===== config.mk =====
export PLATFORM = sky130hd
export DESIGN_NAME = cubic_bezier_path_flattener_unit
export DESIGN_NICKNAME = d
export VERILOG_FILES = /design/src/hdl/cbpf_pkg.sv /design/src/hdl/cbpf_div.sv /design/src/hdl/cubic_bezier_path_flattener_unit.sv
export SDC_FILE = /design/constraint.sdc
export NUM_CORES = 2
export LEC_CHECK = 0
export BUFFER_PORTS_ARGS = -buffer_cell sky130_fd_sc_hd__buf_2
export CORE_MARGIN = 5
export CORE_UTILIZATION = 45
export CTS_BUF_LIST = sky130_fd_sc_hd__clkbuf_8
export DETAILED_ROUTE_END_ITERATION = 10
export PLACE_DENSITY_LB_ADDON = 0.25
export SLEW_MARGIN = 20
export SYNTH_ARGS = -nofsm -noshare
export SYNTH_HDL_FRONTEND = slang
export SYNTH_SLANG_ARGS = --single-unit

===== constraint.sdc =====
create_clock -name aclk -period 10.4 [get_ports aclk]
set_input_delay 2.08 -clock aclk [delete_from_list [all_inputs] [get_ports aclk]]
set_output_delay 2.08 -clock aclk [all_outputs]
set_load 0.05 [all_outputs]

===== src/hdl/cbpf_pkg.sv =====
// ----------------------------------------------------------------------------
// Cubic Bezier path flattener package
// Shared widths, opcode codes and the coordinate saturation function.
// ----------------------------------------------------------------------------
package cbpf_pkg;

    // Coordinate format is signed Q15.8.
    localparam int COORD_W = 24;
    // Headroom width used for sums ahead of saturation.
    localparam int SAT_W = COORD_W + 8;

    // Command opcode width and segment count register width.
    localparam int OP_W  = 3;
    localparam int SEG_W = 7;

    localparam int MAX_SEGMENTS = 64;
    localparam int SEG_RESET    = 32;

    // Curve parameter t is Q0.16 and reaches exactly one, so it needs 17 bits.
    localparam int W_FRAC = 16;
    localparam int T_W    = W_FRAC + 1;
    localparam logic [T_W-1:0] T_ONE = T_W'(1) << W_FRAC;

    // Serial divider iteration counter.
    localparam int DIV_CNT_W = $clog2(T_W);

    typedef enum logic [OP_W-1:0] {
        OP_MOVE  = 3'd0,
        OP_EMIT  = 3'd1,
        OP_LINE  = 3'd2,
        OP_VLINE = 3'd3,
        OP_CUBIC = 3'd4
    } opcode_t;

    localparam logic signed [SAT_W-1:0] COORD_MAX = SAT_W'((64'sd1 <<< (COORD_W - 1)) - 64'sd1);
    localparam logic signed [SAT_W-1:0] COORD_MIN = -COORD_MAX - SAT_W'(1);

    // Clamp a widened coordinate to the signed coordinate range.
    function automatic logic signed [COORD_W-1:0] sat_coord(input logic signed [SAT_W-1:0] v);
        logic signed [COORD_W-1:0] r;
        if (v > COORD_MAX) begin
            r = COORD_MAX[COORD_W-1:0];
        end else if (v < COORD_MIN) begin
            r = COORD_MIN[COORD_W-1:0];
        end else begin
            r = v[COORD_W-1:0];
        end
        return r;
    endfunction

endpackage


===== src/hdl/cbpf_div.sv =====
// ----------------------------------------------------------------------------
// Serial step divider
// Restoring divider of the unit value of t by the segment count, one
// quotient bit per cycle; gives the per-point step and its remainder.
// ----------------------------------------------------------------------------
module cbpf_div (
    input  logic                         aclk,
    input  logic                         aresetn,
    input  logic                         start,
    input  logic [cbpf_pkg::SEG_W-1:0]   divisor,
    output logic                         done,
    output logic [cbpf_pkg::T_W-1:0]     quotient,
    output logic [cbpf_pkg::SEG_W-1:0]   remainder
);
    import cbpf_pkg::*;

    logic                 busy_reg;
    logic                 done_reg;
    logic [DIV_CNT_W-1:0] cnt_reg;
    logic [T_W-1:0]       q_reg;
    logic [SEG_W-1:0]     rem_reg;

    logic [SEG_W:0] trial;
    logic           fits;

    // Shift in the next dividend bit and try to subtract the divisor.
    assign trial = {rem_reg, q_reg[T_W-1]};
    assign fits  = (trial >= {1'b0, divisor});

    // Iteration control.
    always_ff @(posedge aclk) begin
        if (!aresetn) begin
            busy_reg <= 1'b0;
            done_reg <= 1'b0;
            cnt_reg  <= '0;
        end else begin
            done_reg <= 1'b0;
            if (start) begin
                busy_reg <= 1'b1;
                cnt_reg  <= '0;
            end else if (busy_reg) begin
                cnt_reg <= cnt_reg + DIV_CNT_W'(1);
                if (cnt_reg == DIV_CNT_W'(T_W - 1)) begin
                    busy_reg <= 1'b0;
                    done_reg <= 1'b1;
                end
            end
        end
    end

    // Partial remainder and quotient share one shift register pair.
    always_ff @(posedge aclk) begin
        if (start) begin
            q_reg   <= T_ONE;
            rem_reg <= '0;
        end else if (busy_reg) begin
            q_reg <= {q_reg[T_W-2:0], fits};
            if (fits) begin
                rem_reg <= SEG_W'(trial - {1'b0, divisor});
            end else begin
                rem_reg <= trial[SEG_W-1:0];
            end
        end
    end

    assign done      = done_reg;
    assign quotient  = q_reg;
    assign remainder = rem_reg;

endmodule


===== src/hdl/cubic_bezier_path_flattener_unit.sv =====
// ----------------------------------------------------------------------------
// Cubic Bezier path flattener
// Executes path commands on a pen position and emits flattened vertices.
// ----------------------------------------------------------------------------
// Usage:
// Commands enter on the s_ channel (valid/ready) and vertices leave on the
// m_ channel (valid/ready) from an output register. The cfg_ channel writes
// the segment count N; it is always ready and should be written while idle.
// A move is absorbed and emits nothing. Emit, line and vertical line
// emit one vertex with m_last_point set. A cubic runs the serial step
// division, then for each vertex a t update, fourteen steps of the single
// shared 35x18 multiplier that forms the Bernstein weights and the two
// weighted sums, and an output step. The unit accepts no command until
// the current one has handed its last vertex to the output register. A
// stalled receiver holds the sequencer at the output step, with no vertex
// lost. Reset clears the pen to the origin, sets N to 32 and empties the
// output register.
// ----------------------------------------------------------------------------
module cubic_bezier_path_flattener_unit (
    input  logic                                 aclk,
    input  logic                                 aresetn,
    input  logic                                 s_valid,
    output logic                                 s_ready,
    input  logic        [cbpf_pkg::OP_W-1:0]     s_opcode,
    input  logic signed [cbpf_pkg::COORD_W-1:0]  s_ctrl1_dx,
    input  logic signed [cbpf_pkg::COORD_W-1:0]  s_ctrl1_dy,
    input  logic signed [cbpf_pkg::COORD_W-1:0]  s_ctrl2_dx,
    input  logic signed [cbpf_pkg::COORD_W-1:0]  s_ctrl2_dy,
    input  logic signed [cbpf_pkg::COORD_W-1:0]  s_end_dx,
    input  logic signed [cbpf_pkg::COORD_W-1:0]  s_end_dy,
    output logic                                 m_valid,
    input  logic                                 m_ready,
    output logic signed [cbpf_pkg::COORD_W-1:0]  m_point_x,
    output logic signed [cbpf_pkg::COORD_W-1:0]  m_point_y,
    output logic                                 m_last_point,
    input  logic                                 cfg_valid,
    output logic                                 cfg_ready,
    input  logic        [cbpf_pkg::SEG_W-1:0]    cfg_segments_per_curve
);
    import cbpf_pkg::*;

    // Shared multiplier operand and accumulator widths.
    localparam int MUL_A_W = 35;
    localparam int MUL_B_W = 18;
    localparam int PROD_W  = MUL_A_W + MUL_B_W;
    localparam int ACC_W   = 44;
    localparam int PW_W    = 34;
    localparam int STEP_W  = 4;

    // Micro-steps of one vertex computation.
    localparam logic [STEP_W-1:0] STP_U   = 4'd0;
    localparam logic [STEP_W-1:0] STP_UT  = 4'd1;
    localparam logic [STEP_W-1:0] STP_TT  = 4'd2;
    localparam logic [STEP_W-1:0] STP_UUT = 4'd3;
    localparam logic [STEP_W-1:0] STP_UTT = 4'd4;
    localparam logic [STEP_W-1:0] STP_TTT = 4'd5;
    localparam logic [STEP_W-1:0] STP_X1  = 4'd6;
    localparam logic [STEP_W-1:0] STP_X2  = 4'd7;
    localparam logic [STEP_W-1:0] STP_X3  = 4'd8;
    localparam logic [STEP_W-1:0] STP_Y1  = 4'd9;
    localparam logic [STEP_W-1:0] STP_Y2  = 4'd10;
    localparam logic [STEP_W-1:0] STP_Y3  = 4'd11;
    localparam logic [STEP_W-1:0] STP_YS  = 4'd12;
    localparam logic [STEP_W-1:0] STP_PY  = 4'd13;

    localparam logic [PROD_W-1:0] W_HALF   = PROD_W'(1) << 31;
    localparam logic [ACC_W-1:0]  RND_HALF = ACC_W'(1) << (W_FRAC - 1);

    typedef enum logic [5:0] {
        ST_IDLE   = 6'b000001,
        ST_SINGLE = 6'b000010,
        ST_DIV    = 6'b000100,
        ST_ADV    = 6'b001000,
        ST_CALC   = 6'b010000,
        ST_EMIT   = 6'b100000
    } state_t;

    state_t              state_reg, state_next;
    logic [STEP_W-1:0]   step_reg, step_next;
    logic [SEG_W-1:0]    seg_reg;
    logic [SEG_W-1:0]    n_eff;
    logic [SEG_W-1:0]    n_reg;
    logic [SEG_W-1:0]    i_reg;

    logic signed [COORD_W-1:0] pen_x_reg, pen_y_reg;
    logic signed [COORD_W-1:0] c1x_reg, c1y_reg, c2x_reg, c2y_reg, ex_reg, ey_reg;

    logic [T_W-1:0]   q0_reg, t_reg, u_reg;
    logic [SEG_W-1:0] r0_reg, rem_reg;
    logic [PW_W-1:0]  ut_reg, tt_reg;
    logic [T_W-1:0]   w1_reg, w2_reg, w3_reg;

    logic signed [MUL_A_W-1:0] mul_a;
    logic signed [MUL_B_W-1:0] mul_b;
    logic signed [PROD_W-1:0]  prod_reg;
    logic signed [ACC_W-1:0]   acc_reg;
    logic signed [COORD_W-1:0] px_reg, py_reg;

    logic                      m_valid_reg;
    logic signed [COORD_W-1:0] m_point_x_reg, m_point_y_reg;
    logic                      m_last_reg;

    logic s_accept, out_free, last_vtx, div_start, div_done;
    logic [T_W-1:0]   div_q;
    logic [SEG_W-1:0] div_r;

    logic [SEG_W:0]    rem_sum;
    logic              rem_wrap;
    logic [PROD_W-1:0] prod_u, w_sum3, w_sum1;
    logic signed [ACC_W-1:0]   acc_rnd;
    logic signed [COORD_W-1:0] coord_pt;
    logic signed [COORD_W-1:0] end_x_sat, end_y_sat;
    logic signed [COORD_W-1:0] line_x_sat, line_y_sat;

    assign s_ready   = (state_reg == ST_IDLE);
    assign s_accept  = s_valid && s_ready;
    assign out_free  = !m_valid_reg || m_ready;
    assign last_vtx  = (i_reg == n_reg);
    assign cfg_ready = 1'b1;

    // Segment count register.
    always_ff @(posedge aclk) begin
        if (!aresetn) begin
            seg_reg <= SEG_W'(SEG_RESET);
        end else if (cfg_valid) begin
            seg_reg <= cfg_segments_per_curve;
        end
    end

    // Effective count: zero acts as one, large values clamp to the maximum.
    always_comb begin
        if (seg_reg == '0) begin
            n_eff = SEG_W'(1);
        end else if (seg_reg > SEG_W'(MAX_SEGMENTS)) begin
            n_eff = SEG_W'(MAX_SEGMENTS);
        end else begin
            n_eff = seg_reg;
        end
    end

    // Step of t per vertex and its remainder.
    cbpf_div u_div (
        .aclk      (aclk),
        .aresetn   (aresetn),
        .start     (div_start),
        .divisor   (n_reg),
        .done      (div_done),
        .quotient  (div_q),
        .remainder (div_r)
    );

    // Sequencer.
    always_comb begin
        state_next = state_reg;
        step_next  = step_reg;
        div_start  = 1'b0;
        case (state_reg)
            ST_IDLE: begin
                if (s_accept) begin
                    case (s_opcode)
                        OP_EMIT, OP_LINE, OP_VLINE: begin
                            state_next = ST_SINGLE;
                        end
                        OP_CUBIC: begin
                            state_next = ST_DIV;
                        end
                        default: begin
                            state_next = ST_IDLE;
                        end
                    endcase
                end
            end
            ST_SINGLE: begin
                if (out_free) begin
                    state_next = ST_IDLE;
                end
            end
            ST_DIV: begin
                // The count is latched on accept; the divider starts in the cycle after it.
                div_start = (step_reg == STP_U);
                step_next = STP_UT;
                if (div_done) begin
                    state_next = ST_ADV;
                end
            end
            ST_ADV: begin
                state_next = ST_CALC;
                step_next  = STP_U;
            end
            ST_CALC: begin
                if (step_reg == STP_PY) begin
                    state_next = ST_EMIT;
                end else begin
                    step_next = step_reg + STEP_W'(1);
                end
            end
            ST_EMIT: begin
                if (out_free) begin
                    state_next = last_vtx ? ST_IDLE : ST_ADV;
                end
            end
            default: begin
                state_next = ST_IDLE;
            end
        endcase
    end

    always_ff @(posedge aclk) begin
        if (!aresetn) begin
            state_reg <= ST_IDLE;
            step_reg  <= STP_U;
        end else begin
            state_reg <= state_next;
            step_reg  <= (s_accept) ? STP_U : step_next;
        end
    end

    // Saturated pen updates.
    assign line_x_sat = sat_coord(SAT_W'(pen_x_reg) + SAT_W'(s_end_dx));
    assign line_y_sat = sat_coord(SAT_W'(pen_y_reg) + SAT_W'(s_end_dy));
    assign end_x_sat  = sat_coord(SAT_W'(pen_x_reg) + SAT_W'(ex_reg));
    assign end_y_sat  = sat_coord(SAT_W'(pen_y_reg) + SAT_W'(ey_reg));

    // Pen position.
    always_ff @(posedge aclk) begin
        if (!aresetn) begin
            pen_x_reg <= '0;
            pen_y_reg <= '0;
        end else if (s_accept) begin
            case (s_opcode)
                OP_MOVE: begin
                    pen_x_reg <= s_end_dx;
                    pen_y_reg <= s_end_dy;
                end
                OP_LINE: begin
                    pen_x_reg <= line_x_sat;
                    pen_y_reg <= line_y_sat;
                end
                OP_VLINE: begin
                    pen_y_reg <= line_y_sat;
                end
                default: begin
                    pen_x_reg <= pen_x_reg;
                end
            endcase
        end else if (state_reg == ST_EMIT && out_free && last_vtx) begin
            pen_x_reg <= end_x_sat;
            pen_y_reg <= end_y_sat;
        end
    end

    // Command capture.
    always_ff @(posedge aclk) begin
        if (s_accept) begin
            c1x_reg <= s_ctrl1_dx;
            c1y_reg <= s_ctrl1_dy;
            c2x_reg <= s_ctrl2_dx;
            c2y_reg <= s_ctrl2_dy;
            ex_reg  <= s_end_dx;
            ey_reg  <= s_end_dy;
            n_reg   <= n_eff;
        end
    end

    // Next t: add the step, plus one when the remainder wraps past N.
    assign rem_sum  = {1'b0, rem_reg} + {1'b0, r0_reg};
    assign rem_wrap = (rem_sum >= {1'b0, n_reg});

    always_ff @(posedge aclk) begin
        if (state_reg == ST_DIV && div_done) begin
            q0_reg  <= div_q;
            r0_reg  <= div_r;
            t_reg   <= '0;
            rem_reg <= '0;
            i_reg   <= SEG_W'(1);
        end else if (state_reg == ST_ADV) begin
            t_reg <= t_reg + q0_reg + T_W'(rem_wrap);
            if (rem_wrap) begin
                rem_reg <= SEG_W'(rem_sum - {1'b0, n_reg});
            end else begin
                rem_reg <= rem_sum[SEG_W-1:0];
            end
        end else if (state_reg == ST_EMIT && out_free && !last_vtx) begin
            i_reg <= i_reg + SEG_W'(1);
        end
    end

    // Operand selection for the shared multiplier.
    always_comb begin
        mul_a = '0;
        mul_b = '0;
        case (step_reg)
            STP_UT: begin
                mul_a = $signed(MUL_A_W'(u_reg));
                mul_b = $signed({1'b0, t_reg});
            end
            STP_TT: begin
                mul_a = $signed(MUL_A_W'(t_reg));
                mul_b = $signed({1'b0, t_reg});
            end
            STP_UUT: begin
                mul_a = $signed({1'b0, ut_reg});
                mul_b = $signed({1'b0, u_reg});
            end
            STP_UTT: begin
                mul_a = $signed({1'b0, ut_reg});
                mul_b = $signed({1'b0, t_reg});
            end
            STP_TTT: begin
                mul_a = $signed({1'b0, tt_reg});
                mul_b = $signed({1'b0, t_reg});
            end
            STP_X1: begin
                mul_a = MUL_A_W'(c1x_reg);
                mul_b = $signed({1'b0, w1_reg});
            end
            STP_X2: begin
                mul_a = MUL_A_W'(c2x_reg);
                mul_b = $signed({1'b0, w2_reg});
            end
            STP_X3: begin
                mul_a = MUL_A_W'(ex_reg);
                mul_b = $signed({1'b0, w3_reg});
            end
            STP_Y1: begin
                mul_a = MUL_A_W'(c1y_reg);
                mul_b = $signed({1'b0, w1_reg});
            end
            STP_Y2: begin
                mul_a = MUL_A_W'(c2y_reg);
                mul_b = $signed({1'b0, w2_reg});
            end
            STP_Y3: begin
                mul_a = MUL_A_W'(ey_reg);
                mul_b = $signed({1'b0, w3_reg});
            end
            default: begin
                mul_a = '0;
                mul_b = '0;
            end
        endcase
    end

    // Weight rounding: three times the product, or the product, half up.
    assign prod_u = $unsigned(prod_reg);
    assign w_sum3 = (prod_u << 1) + prod_u + W_HALF;
    assign w_sum1 = prod_u + W_HALF;

    // Weighted sum rounded half up to Q15.8 and added to the pen start.
    assign acc_rnd  = acc_reg + $signed(RND_HALF);
    assign coord_pt = sat_coord(SAT_W'($signed(acc_rnd[ACC_W-1:W_FRAC])) +
                                SAT_W'(((step_reg == STP_PY) ? pen_y_reg : pen_x_reg)));

    // Vertex datapath.
    always_ff @(posedge aclk) begin
        prod_reg <= mul_a * mul_b;
        if (state_reg == ST_CALC) begin
            case (step_reg)
                STP_U: begin
                    u_reg <= T_ONE - t_reg;
                end
                STP_TT: begin
                    ut_reg <= prod_u[PW_W-1:0];
                end
                STP_UUT: begin
                    tt_reg <= prod_u[PW_W-1:0];
                end
                STP_UTT: begin
                    w1_reg <= w_sum3[32 +: T_W];
                end
                STP_TTT: begin
                    w2_reg <= w_sum3[32 +: T_W];
                end
                STP_X1: begin
                    w3_reg <= w_sum1[32 +: T_W];
                end
                STP_X2: begin
                    acc_reg <= ACC_W'(prod_reg);
                end
                STP_X3, STP_Y1, STP_Y3, STP_YS: begin
                    acc_reg <= acc_reg + ACC_W'(prod_reg);
                end
                STP_Y2: begin
                    px_reg  <= coord_pt;
                    acc_reg <= ACC_W'(prod_reg);
                end
                STP_PY: begin
                    py_reg <= coord_pt;
                end
                default: begin
                    acc_reg <= acc_reg;
                end
            endcase
        end
    end

    // Output register.
    always_ff @(posedge aclk) begin
        if (!aresetn) begin
            m_valid_reg <= 1'b0;
        end else if ((state_reg == ST_SINGLE || state_reg == ST_EMIT) && out_free) begin
            m_valid_reg <= 1'b1;
        end else if (m_ready) begin
            m_valid_reg <= 1'b0;
        end
    end

    always_ff @(posedge aclk) begin
        if (state_reg == ST_SINGLE && out_free) begin
            m_point_x_reg <= pen_x_reg;
            m_point_y_reg <= pen_y_reg;
            m_last_reg    <= 1'b1;
        end else if (state_reg == ST_EMIT && out_free) begin
            m_point_x_reg <= px_reg;
            m_point_y_reg <= py_reg;
            m_last_reg    <= last_vtx;
        end
    end

    assign m_valid      = m_valid_reg;
    assign m_point_x    = m_point_x_reg;
    assign m_point_y    = m_point_y_reg;
    assign m_last_point = m_last_reg;

endmodule


==> metrics.txt <==
port buffer count=between 200 and 250; HP Class=reg2reg; Seq cells post-synth=629; CP max FO=22; initial antenna violation count=11; most common cell after layout, fill and taps aside=inv_1; Main synth FF type=edfxtp_1; Die X=361 µm; via/cell ratio=5.78; maximum clock insertion buffer count=3; Syn. warnings=0; share of layout cells above drive strength 1=between 10 and 15%; pwr/cell area=roughly 100 mW/mm²; Crit. End Element=flip-flop; fin crit share=slightly below 100%; first-pass GRT wire length=275 mm; # fillers=11,300; final hold slack=roughly 450 ps; Layout Cells excl Fill=7,602; outcome=complete, no violations; most frequent cells in the layout=inv_1, nand2_1, fa_1; Clock Latency Late Sink=830 ps; worst slew pin tran=around 1100 ps; final setup violation count=0; CP Class=reg2reg; Slew headroom=26.6%; fraction of registers with async set or reset after synthesis=0%; htree depth=3; root buffer cell=clkbuf_8; unrepaired setup endpoints after global routing=false; startpoint types=flip-flop; clock skew=between 60 and 70 ps; Post-Route Utilization=approximately 50%; Worst EP arrival=approximately 11,000 ps; post-cts repair resize count=0; FP Rows=between 100 and 150; Post-synth EDFFs=451; largest net degree at the start of global routing=109; Core ar.=~0.12 mm²; TritonCTS clock tree=done; max reg flops=49; slowest CP cell=and3_1; DRT antenna net count=0; max incr delay on CP=750 ps; placed cells=7,385; # hold bufs at CTS=0; die area=0.130 mm²; post-CTS repair timing setup buffer count=0; Initial Util=45.4%; crit path time final=about 10,000 ps; number of max-cap violations=0; Worst EP required=11,070 ps; drt pass-1 iters=7; GR Overflow Total=0; Post-Syn Nets=roughly 6,800; DRC Markers=0; fmax=96.9 MHz; final slew viol count=0; # IOs=211; worst vdd ir=0.103 mV; vias=43,900; fin nets=7,001; Post-Syn Area=0.0553 mm²; wire per inst=24.3 µm; P&R area growth vs syn=10.2%; final WL=185 mm; clock sinks=629; Syn Inst Count=between 5,000 and 6,000; total CTS buffers=113; Pleak=0.0274 µW; Reg clk slew, reported paths=60 ps; sum of net half-perimeters after detailed placement=147 mm; die height=361 µm; TNS Setup=0 ps; design area=around 0.061 mm²; Routability Congestion=1.00; Seq/Total Area, Yosys=30.9%; Hold Violations, Final=0; number of DRC markers in iteration 0=4,812; Worst path most repeated cell=fa_1; Synth Area per Inst=9.80 µm²; vias in the first global route=around 43,000; Distinct cells, synth=97; placed inst area=about 0.06 mm²; Total Routing Usage GR=28.0%
==> critical path, delay by kind of cell, from the launching register on <==
| kind | cells | cell delay (ps) |
|---|---|---|
| AOI/OAI and AO/OA | 10 | 3670 |
| adders and majority gates | 7 | 3450 |
| and+or+nand+nor | 5 | 1500 |
| DFF | 1 | 690 |
| buffers and inverters | 6 | 640 |
| xor gates and xnor gates | 1 | 150 |
==> power by group <==
part / internal (µW) / leakage, µW / switching [µW]
logic: 374 / 0.0205 / 589
registers: 2820 / 0.00559 / 174
clock network: 1260 / 0.00129 / 1140
==> cell usage after synthesis (19+ instances only) <==
master | number | share of area, %
xnor2_1 | 204 | 3.2
a211oi_1 | 44 | 0.60
fa_1 | 548 | 20
nor2_1 | 521 | 3.5
a221oi_1 | 19 | 0.30
nor2b_1 | 61 | 0.69
a31oi_1 | 54 | 0.61
inv_1 | 737 | 5.0
a22oi_1 | 101 | 1.4
a222oi_1 | 22 | 0.40
o21bai_1 | 28 | 0.38
and2_1 | 20 | 0.23
nand2_1 | 589 | 4.0
o21a_1 | 47 | 0.64
ha_1 | 418 | 9.5
xor2_1 | 112 | 1.8
o221ai_1 | 20 | 0.32
a21oi_1 | 263 | 2.4
edfxtp_1 | 451 | 24
nand4_1 | 28 | 0.32
a21o_1 | 137 | 1.9
nand2b_1 | 46 | 0.52
mux2_2 | 76 | 1.5
buf_1 | 20 | 0.14
dfxtp_1 | 178 | 6.4
mux2i_1 | 41 | 0.74
and3_1 | 51 | 0.58
o21ai_0 | 211 | 1.9
nand3_1 | 72 | 0.65
nor3_1 | 45 | 0.41
clkbuf_1 | 195 | 1.3
==> through the flow <==
step	setup slack, ps	total power [µW]
2_1_floorplan	1860	3620
3_3_place_gp	549	3970
3_5_place_dp	528	3980
4_1_cts	472	6380
5_1_grt	1.72	6610
6_report	85.0	6350
==> cells by family (layout without fill, tap and decap cells) <==
family,after synthesis,after routing,share of synthesized area [%]
AOI/OAI and AO/OA,1137,1137,13.8
DFF,629,629,30.9
and+or+nand+nor,1517,1517,12.0
muxes,118,118,2.31
buffers and inverters,959,1290,6.57
adders and majority gates,967,967,29.3
other,1,3,0.00678
xor gates and xnor gates,316,316,5.01
==> worst paths after layout <==
check	from	endpoint	slack, ps	cells past startpoint
min reg2reg	rem_reg[0]	rem_reg[0]	450	2
min	rem_reg[0]	rem_reg[0]	450	2
max	step_reg[2]	prod_reg[48]	80	29
max reg2reg	step_reg[2]	prod_reg[48]	80	29
==> final cells by class <==
| cell class | count | area [µm²] | area share [%] |
|---|---|---|---|
| multi-input cells | 4056 | 34700 | 56.9 |
| well taps | 1625 | 2030 | 3.34 |
| flip-flops and latches | 629 | 17100 | 28.1 |
| diodes | 2 | 5.00 | 0.00821 |
| clock buffers | 128 | 1760 | 2.89 |
| inverters | 737 | 2770 | 4.55 |
| clock inverters | 86 | 533 | 0.875 |
| repair buffers | 339 | 2030 | 3.34 |
==> routing by layer <==
metal,vias up,global-route usage [%],part of all wire [%]
li1,19700,-,-
met1,21700,40.1,42
met2,2133,41.0,42
met3,399,7.08,11
met4,6,10.5,4.6
met5,-,0,0.020
Note: power is estimated with default switching activity, not from simulation.
